File: src/rtl/core/huffman_byte_decoder_unit_macros.svh
// assertion macros shared by the huffman byte decoder rtl
`ifndef HUFFMAN_BYTE_DECODER_UNIT_MACROS_SVH
`define HUFFMAN_BYTE_DECODER_UNIT_MACROS_SVH

// condition holds at every edge outside reset
`define HBD_ASSERT_ALWAYS(label, cond, msg) \
   label: assert property (@(posedge clock) disable iff (reset) (cond)) else $error(msg);

// consequence holds in the same cycle as the antecedent
`define HBD_ASSERT_IMPLY(label, ante, cons, msg) \
   label: assert property (@(posedge clock) disable iff (reset) (ante) |-> (cons)) else $error(msg);

// consequence holds in the cycle after the antecedent
`define HBD_ASSERT_NEXT(label, ante, cons, msg) \
   label: assert property (@(posedge clock) disable iff (reset) (ante) |=> (cons)) else $error(msg);

`endif

File: src/rtl/core/hbd_pkg.sv
// types and constants of the huffman byte decoder
`default_nettype none

package hbd_pkg;

   localparam int NODE_W     = 9;
   localparam int INDEX_W    = 8;
   localparam int SYMBOL_W   = 8;
   localparam int COUNT_W    = 16;
   localparam int LENGTH_BITS = 16;
   localparam int ENTRY_W    = 2 * NODE_W;

   localparam logic [NODE_W-1:0] FIRST_INTERNAL = 9'd256;
   localparam logic [4:0] LENGTH_START = 5'(LENGTH_BITS - 1);
   localparam logic [4:0] LEAF_BITS = 5'd8;

   typedef enum logic [2:0] {
      PH_ROOT    = 3'd0,
      PH_LEFT    = 3'd1,
      PH_RIGHT   = 3'd2,
      PH_LENGTH  = 3'd3,
      PH_SYMBOLS = 3'd4,
      PH_DONE    = 3'd5,
      PH_ERROR   = 3'd6
   } phase_type;

   // half-entry write into the child table
   typedef struct packed {
      logic               wr_left;
      logic               wr_right;
      logic [INDEX_W-1:0] index;
      logic [NODE_W-1:0]  node;
   } child_wr_type;

   // pending-node stack access
   typedef struct packed {
      logic               wr_en;
      logic [INDEX_W-1:0] wr_index;
      logic [NODE_W-1:0]  wr_node;
      logic [INDEX_W-1:0] rd_index;
   } stack_port_type;

endpackage

`default_nettype wire

File: src/rtl/core/hbd_stack_mem.sv
// pending-node stack memory with top-of-stack read and write forwarding
`default_nettype none

module hbd_stack_mem (
   input  wire                      clock,
   input  wire  hbd_pkg::stack_port_type stack_port,
   output logic [8:0]               rd_node
);
   import hbd_pkg::*;

   logic [NODE_W-1:0] stack_mem [0:(1 << INDEX_W)-1];
   logic [NODE_W-1:0] mem_q_ff;
   logic [NODE_W-1:0] fwd_node_ff;
   logic              fwd_hit_ff;

   always_ff @(posedge clock) begin
      if (stack_port.wr_en) begin
         stack_mem[stack_port.wr_index] <= stack_port.wr_node;
      end
      mem_q_ff    <= stack_mem[stack_port.rd_index];
      fwd_node_ff <= stack_port.wr_node;
      // a push lands on the entry being read as the new top
      fwd_hit_ff  <= stack_port.wr_en && (stack_port.wr_index == stack_port.rd_index);
   end

   assign rd_node = fwd_hit_ff ? fwd_node_ff : mem_q_ff;

endmodule

`default_nettype wire

File: config.mk
export PLATFORM = sky130hd
export DESIGN_NAME = hbd_stack_mem
export DESIGN_NICKNAME = d
export VERILOG_FILES = /design/src/rtl/core/huffman_byte_decoder_unit_macros.svh /design/src/rtl/core/hbd_pkg.sv /design/src/rtl/core/hbd_stack_mem.sv
export SDC_FILE = /design/constraint.sdc
export NUM_CORES = 2
export LEC_CHECK = 0
export BUFFER_PORTS_ARGS = -buffer_cell sky130_fd_sc_hd__buf_2
export CAP_MARGIN = 20
export CORE_MARGIN = 2
export CORE_UTILIZATION = 25
export DETAILED_ROUTE_END_ITERATION = 12
export PLACE_DENSITY = 0.45
export REMOVE_ABC_BUFFERS = 1
export SYNTH_ARGS = -nofsm -noshare
export SYNTH_HDL_FRONTEND = slang
export SYNTH_SLANG_ARGS = --single-unit
File: constraint.sdc
create_clock -name clock -period 2.54 [get_ports clock]
set_clock_uncertainty 0.05 [all_clocks]
set_input_delay 0.127 -clock clock [delete_from_list [all_inputs] [get_ports clock]]
set_output_delay 0.127 -clock clock [all_outputs]
set_load 0.005 [all_outputs]
==> results.txt <==
- The highest layer touched by signal routing is met4.
- The synthesized netlist devotes 0.0780% of its cell area to XOR and XNOR gates.
* Layout-stage area growth over the synthesis result: 22.1%
- Share of synthesized area occupied by flip-flops and latches: 77.4%
* Setup Total Neg Slack: 0 ns
- Weighted congestion reported at the end of routability-driven placement: 0.784
* Wire length of the first global-routing pass: 370000 um
- Mux share of post-synthesis cell area: 14.4%
* Length of the first detailed-routing pass in iterations: 6
- Setup slack on the critical path of the routed design comes to 0.0537 ns.
* Post-synthesis adder-cell area fraction: 0%
- STA classifies the critical path startpoint as a register.
* Largest vdd supply drop: 0.000573 V
- Average instance area after synthesis: 21.1 um^2
- Status: finished clean
- Effective utilization at floorplan: 25.1%
- Synthesis inferred 2323 register bits.
- Fin. Hold Viols: 0
- Among all flip-flop cells after synthesis, the most frequent one is sky130_fd_sc_hd__edfxtp_1.
- Measured along the y axis, the die boundary spans 603 um.
- Summing the areas of all compound-gate instances in the mapped netlist gives 3.68% of the synthesized area.
- Placed Cells incl. Taps: 9605
* Critical Path, Cell by Cell: mux4_2, a22oi_1, buf_4, a21oi_1, or3_1, o22ai_2, buf_4, a211oi_2
- The worst path uses 97.9% of the clock period.
- Global routing finished with a remaining overflow of 0.
- Share of post-route cells with drive strength above 1: 31.8%
- Count of distinct cell types in the synthesized netlist: 55
- Detailed routing placed a total of 126000 um of wire on met2.
- 36 I/O pins were placed.
- Vias in the first global route: 47400
* Dominant combinational cell family by area after synthesis: multiplexers
* Buffers added on ports: 35
- Data on the critical path is required at its endpoint by 3.24 ns.
- Metal1 wirelength: 118000 um
- F_max: 402 MHz
- CTS placed an instance of sky130_fd_sc_hd__clkbuf_16 at the clock tree root.
- The clock passes through at most 4 buffers.
- Met3 wirelength from detailed routing: 13200 um
* Post-Syn Instances: 4262
- Among all stages on the critical path, the largest delay is contributed by sky130_fd_sc_hd__mux4_2.
- Counting I/O delays and the setup requirement, the final critical path takes 2.49 ns.
* Max Slew Vio Count: 0
* Final setup violation count: 0
* Clock network latency to the later pin of the worst-skew pair: 0.91 ns
* Max-Slew Margin vs Limit: 38.2%
- The number of buffers and inverters on the critical path is 2.
- Top cell by count, worst path: sky130_fd_sc_hd__buf_4
* Final routed wire length divided by cell count: 26.0 um
* Power Dens Cells: 745 nW/um^2
- Row count: 220
- The HPWL after detailed placement is 173000 um.
- Grouping stages by cell kind, the critical path spends the most delay in compound AO/OA/AOI/OAI gates.
- The final layout contains routed wiring with a total length of 262000 um.
* ANT nets after route: 0
* Die Outline Area: 364000 um^2
- Clock-pin slew was measured on the worst setup and hold paths at 0.06 ns.
- Setup repair after global routing left no endpoint under its margin.
- The routed layout has 46000 vias.
- Clock tree from TritonCTS: done
* Post-CTS setup buffers: 0
- Crit. End Element: register
- Routed via count divided by cell count: 4.56
* Antenna violations before repair: 19
- For this design the static power due to leakage is 34.9 nW.
- CORE AREA: 358000 um^2
- Async set-or-reset flop fraction in the synthesized netlist: 0%
- Number of H-tree levels: 4
- For this run, the slowest stage of the critical path takes 0.48 ns.
* Filler-free cell count of the finished design: 10100
- For this run, design rule violations remaining after detail routing come to 0.
- Least-Margin Pin Slew: 0.927 ns
- By startpoint and endpoint, the worst setup path is classified as register to register.
* Worst endpoint data arrival time: 3.19 ns
- Number of clock buffers inserted by TritonCTS: 244
- The final layout contains 5122 nets.
* Worst min-delay path category: primary input to register
- Summing every instance area after synthesis gives 89800 um^2.
* Max-Cap Viols: 0
- Maximum number of pins on one net before global-route repair: 98
* Clock sink count: 2323
- First-iteration detailed-routing DRC count: 4422
* Fraction of the mapped netlist area in simple logic gates: 2.53%
- Maximum fanout encountered on the critical timing path: 1
- The worst register-to-register path has a setup slack of 0.05 ns.
* Die boundary width: 603 um
- Tot GR Track Use: 14.2%
- OpenSTA, run right after detailed placement, puts the worst setup slack at -0.898 ns.
- Synth warnings: 0
- Count of flip-flops with a built-in enable after synthesis: 2304
[cells in the mapped netlist (5+ instances only)]
cell | count | area share, %
sky130_fd_sc_hd__o21ai_0 | 41 | 0.23
sky130_fd_sc_hd__nand3_1 | 24 | 0.13
sky130_fd_sc_hd__mux2i_1 | 164 | 1.8
sky130_fd_sc_hd__o22ai_1 | 57 | 0.40
sky130_fd_sc_hd__nand4_1 | 10 | 0.070
sky130_fd_sc_hd__mux4_2 | 464 | 12
sky130_fd_sc_hd__o221ai_1 | 33 | 0.32
sky130_fd_sc_hd__a31oi_1 | 8 | 0.056
sky130_fd_sc_hd__buf_6 | 30 | 0.38
sky130_fd_sc_hd__buf_2 | 66 | 0.37
sky130_fd_sc_hd__buf_4 | 34 | 0.28
sky130_fd_sc_hd__a22oi_1 | 194 | 1.6
sky130_fd_sc_hd__mux2_2 | 30 | 0.38
sky130_fd_sc_hd__or2_2 | 5 | 0.035
sky130_fd_sc_hd__mux4_1 | 18 | 0.53
sky130_fd_sc_hd__xnor2_1 | 5 | 0.049
sky130_fd_sc_hd__nor4_1 | 36 | 0.25
sky130_fd_sc_hd__nand2b_1 | 10 | 0.070
sky130_fd_sc_hd__o31a_1 | 7 | 0.068
sky130_fd_sc_hd__nand2_1 | 45 | 0.19
sky130_fd_sc_hd__clkbuf_1 | 108 | 0.45
sky130_fd_sc_hd__buf_12 | 15 | 0.33
sky130_fd_sc_hd__dfxtp_1 | 19 | 0.42
sky130_fd_sc_hd__edfxtp_1 | 2304 | 77
sky130_fd_sc_hd__nor2_1 | 307 | 1.3
sky130_fd_sc_hd__nor2b_1 | 29 | 0.20
sky130_fd_sc_hd__nor3_1 | 20 | 0.11
sky130_fd_sc_hd__a21oi_1 | 98 | 0.55
sky130_fd_sc_hd__a211oi_1 | 31 | 0.26
[kinds of logic (layout without fill, tap and decap cells)]
| kind of cell | after synthesis | count (layout) |
|---|---|---|
| compound gates | 484 | 484 |
| other cells | 0 | 11 |
| buf+inv | 264 | 1298 |
| xor+xnor | 8 | 8 |
| simple gates | 507 | 507 |
| mux | 676 | 676 |
| flops | 2323 | 2323 |
[final timing paths]
check | startpoint | endpoint | cells after the start
setup / recovery | stack_mem[155][7] | mem_q_ff[7] | 8
hold / removal | stack_port[23] | stack_mem[198][1] | 5
setup reg to reg | stack_mem[155][7] | mem_q_ff[7] | 8
hold reg to reg | stack_mem[38][0] | mem_q_ff[0] | 6
[what timing repair did]
item                       4_1_cts  5_1_grt
hold buffers                    17        0
setup endpoints to repair        3        4
hold endpoints to repair      1912        0
resized for setup                3        4
[through the flow]
stage	hold slack [ns]	total power, mW	utilization [%]	instance area, um^2
3_3_place_gp	0.488	47.9	28.4	102000
6_report	0.0903	81.7	30.6	110000
4_1_cts	0.0208	82.8	30.6	110000
2_1_floorplan	0.105	44.6	-	88100
3_5_place_dp	0.491	48.0	28.4	102000
5_1_grt	0.0820	84.4	30.6	110000
[metal layers]
layer  global-route usage [%]  up-vias
li1                         -    19600
met1                     19.8    24900
met2                     23.4     1214
met3                     2.29      300
met4                     2.67        0
met5                        0        -
[final cells by class]
class / count / area, um^2
flip-flops and latches: 2323 / 69600
diodes: 11 / 27.5
well taps: 4773 / 5970
multi-input cells: 1675 / 18700
repair buffers: 849 / 7780
clock inverters: 130 / 1170
clock buffers: 317 / 6480
fillers: 34800 / 249000
inverters: 2 / 7.51
[tightest hold or removal path, delay by kind of cell]
kind / cells / cell delay, ns
and+or+nand+nor: 2 / 0.17
buffers and inverters: 3 / 0.57
[cell usage in the layout, fill, tap and decap left out, types with 10 or more instances in the layout]
cell type / count
sky130_fd_sc_hd__buf_8: 11
sky130_fd_sc_hd__o221ai_1: 33
sky130_fd_sc_hd__nor3_1: 20
sky130_fd_sc_hd__mux2i_1: 164
sky130_fd_sc_hd__dfxtp_1: 19
sky130_fd_sc_hd__dlygate4sd3_1: 17
sky130_fd_sc_hd__bufinv_16: 18
sky130_fd_sc_hd__edfxtp_1: 2304
sky130_fd_sc_hd__o22ai_1: 56
sky130_fd_sc_hd__nor2b_1: 25
sky130_fd_sc_hd__clkinv_1: 58
sky130_fd_sc_hd__clkbuf_1: 64
sky130_fd_sc_hd__nand3_1: 21
sky130_fd_sc_hd__clkinv_2: 37
sky130_fd_sc_hd__o21ai_0: 40
sky130_fd_sc_hd__buf_12: 107
sky130_fd_sc_hd__a21oi_1: 98
sky130_fd_sc_hd__nand2_1: 45
sky130_fd_sc_hd__a22oi_1: 193
sky130_fd_sc_hd__nor4_1: 29
sky130_fd_sc_hd__mux4_1: 18
sky130_fd_sc_hd__mux2_2: 30
sky130_fd_sc_hd__nor2_1: 306
sky130_fd_sc_hd__mux4_2: 464
sky130_fd_sc_hd__clkbuf_16: 245
sky130_fd_sc_hd__diode_2: 11
sky130_fd_sc_hd__buf_2: 23
sky130_fd_sc_hd__a211oi_1: 31
sky130_fd_sc_hd__nand4_1: 10
sky130_fd_sc_hd__buf_4: 691
[flip-flops by register name, summed over array words and instances, names as in the netlist]
register / cells
fwd_hit_ff: 1
stack_mem: 2304
mem_q_ff: 9
fwd_node_ff: 9
[report_power, final]
group / switching [mW] / internal [mW] / total, mW
sequential: 0.0702 / 42.2 / 42.3
clock: 14.9 / 19.7 / 34.6
combinational: 2.88 / 1.90 / 4.78
total: 17.8 / 63.9 / 81.7
Note: power is estimated with default switching activity, not from simulation.
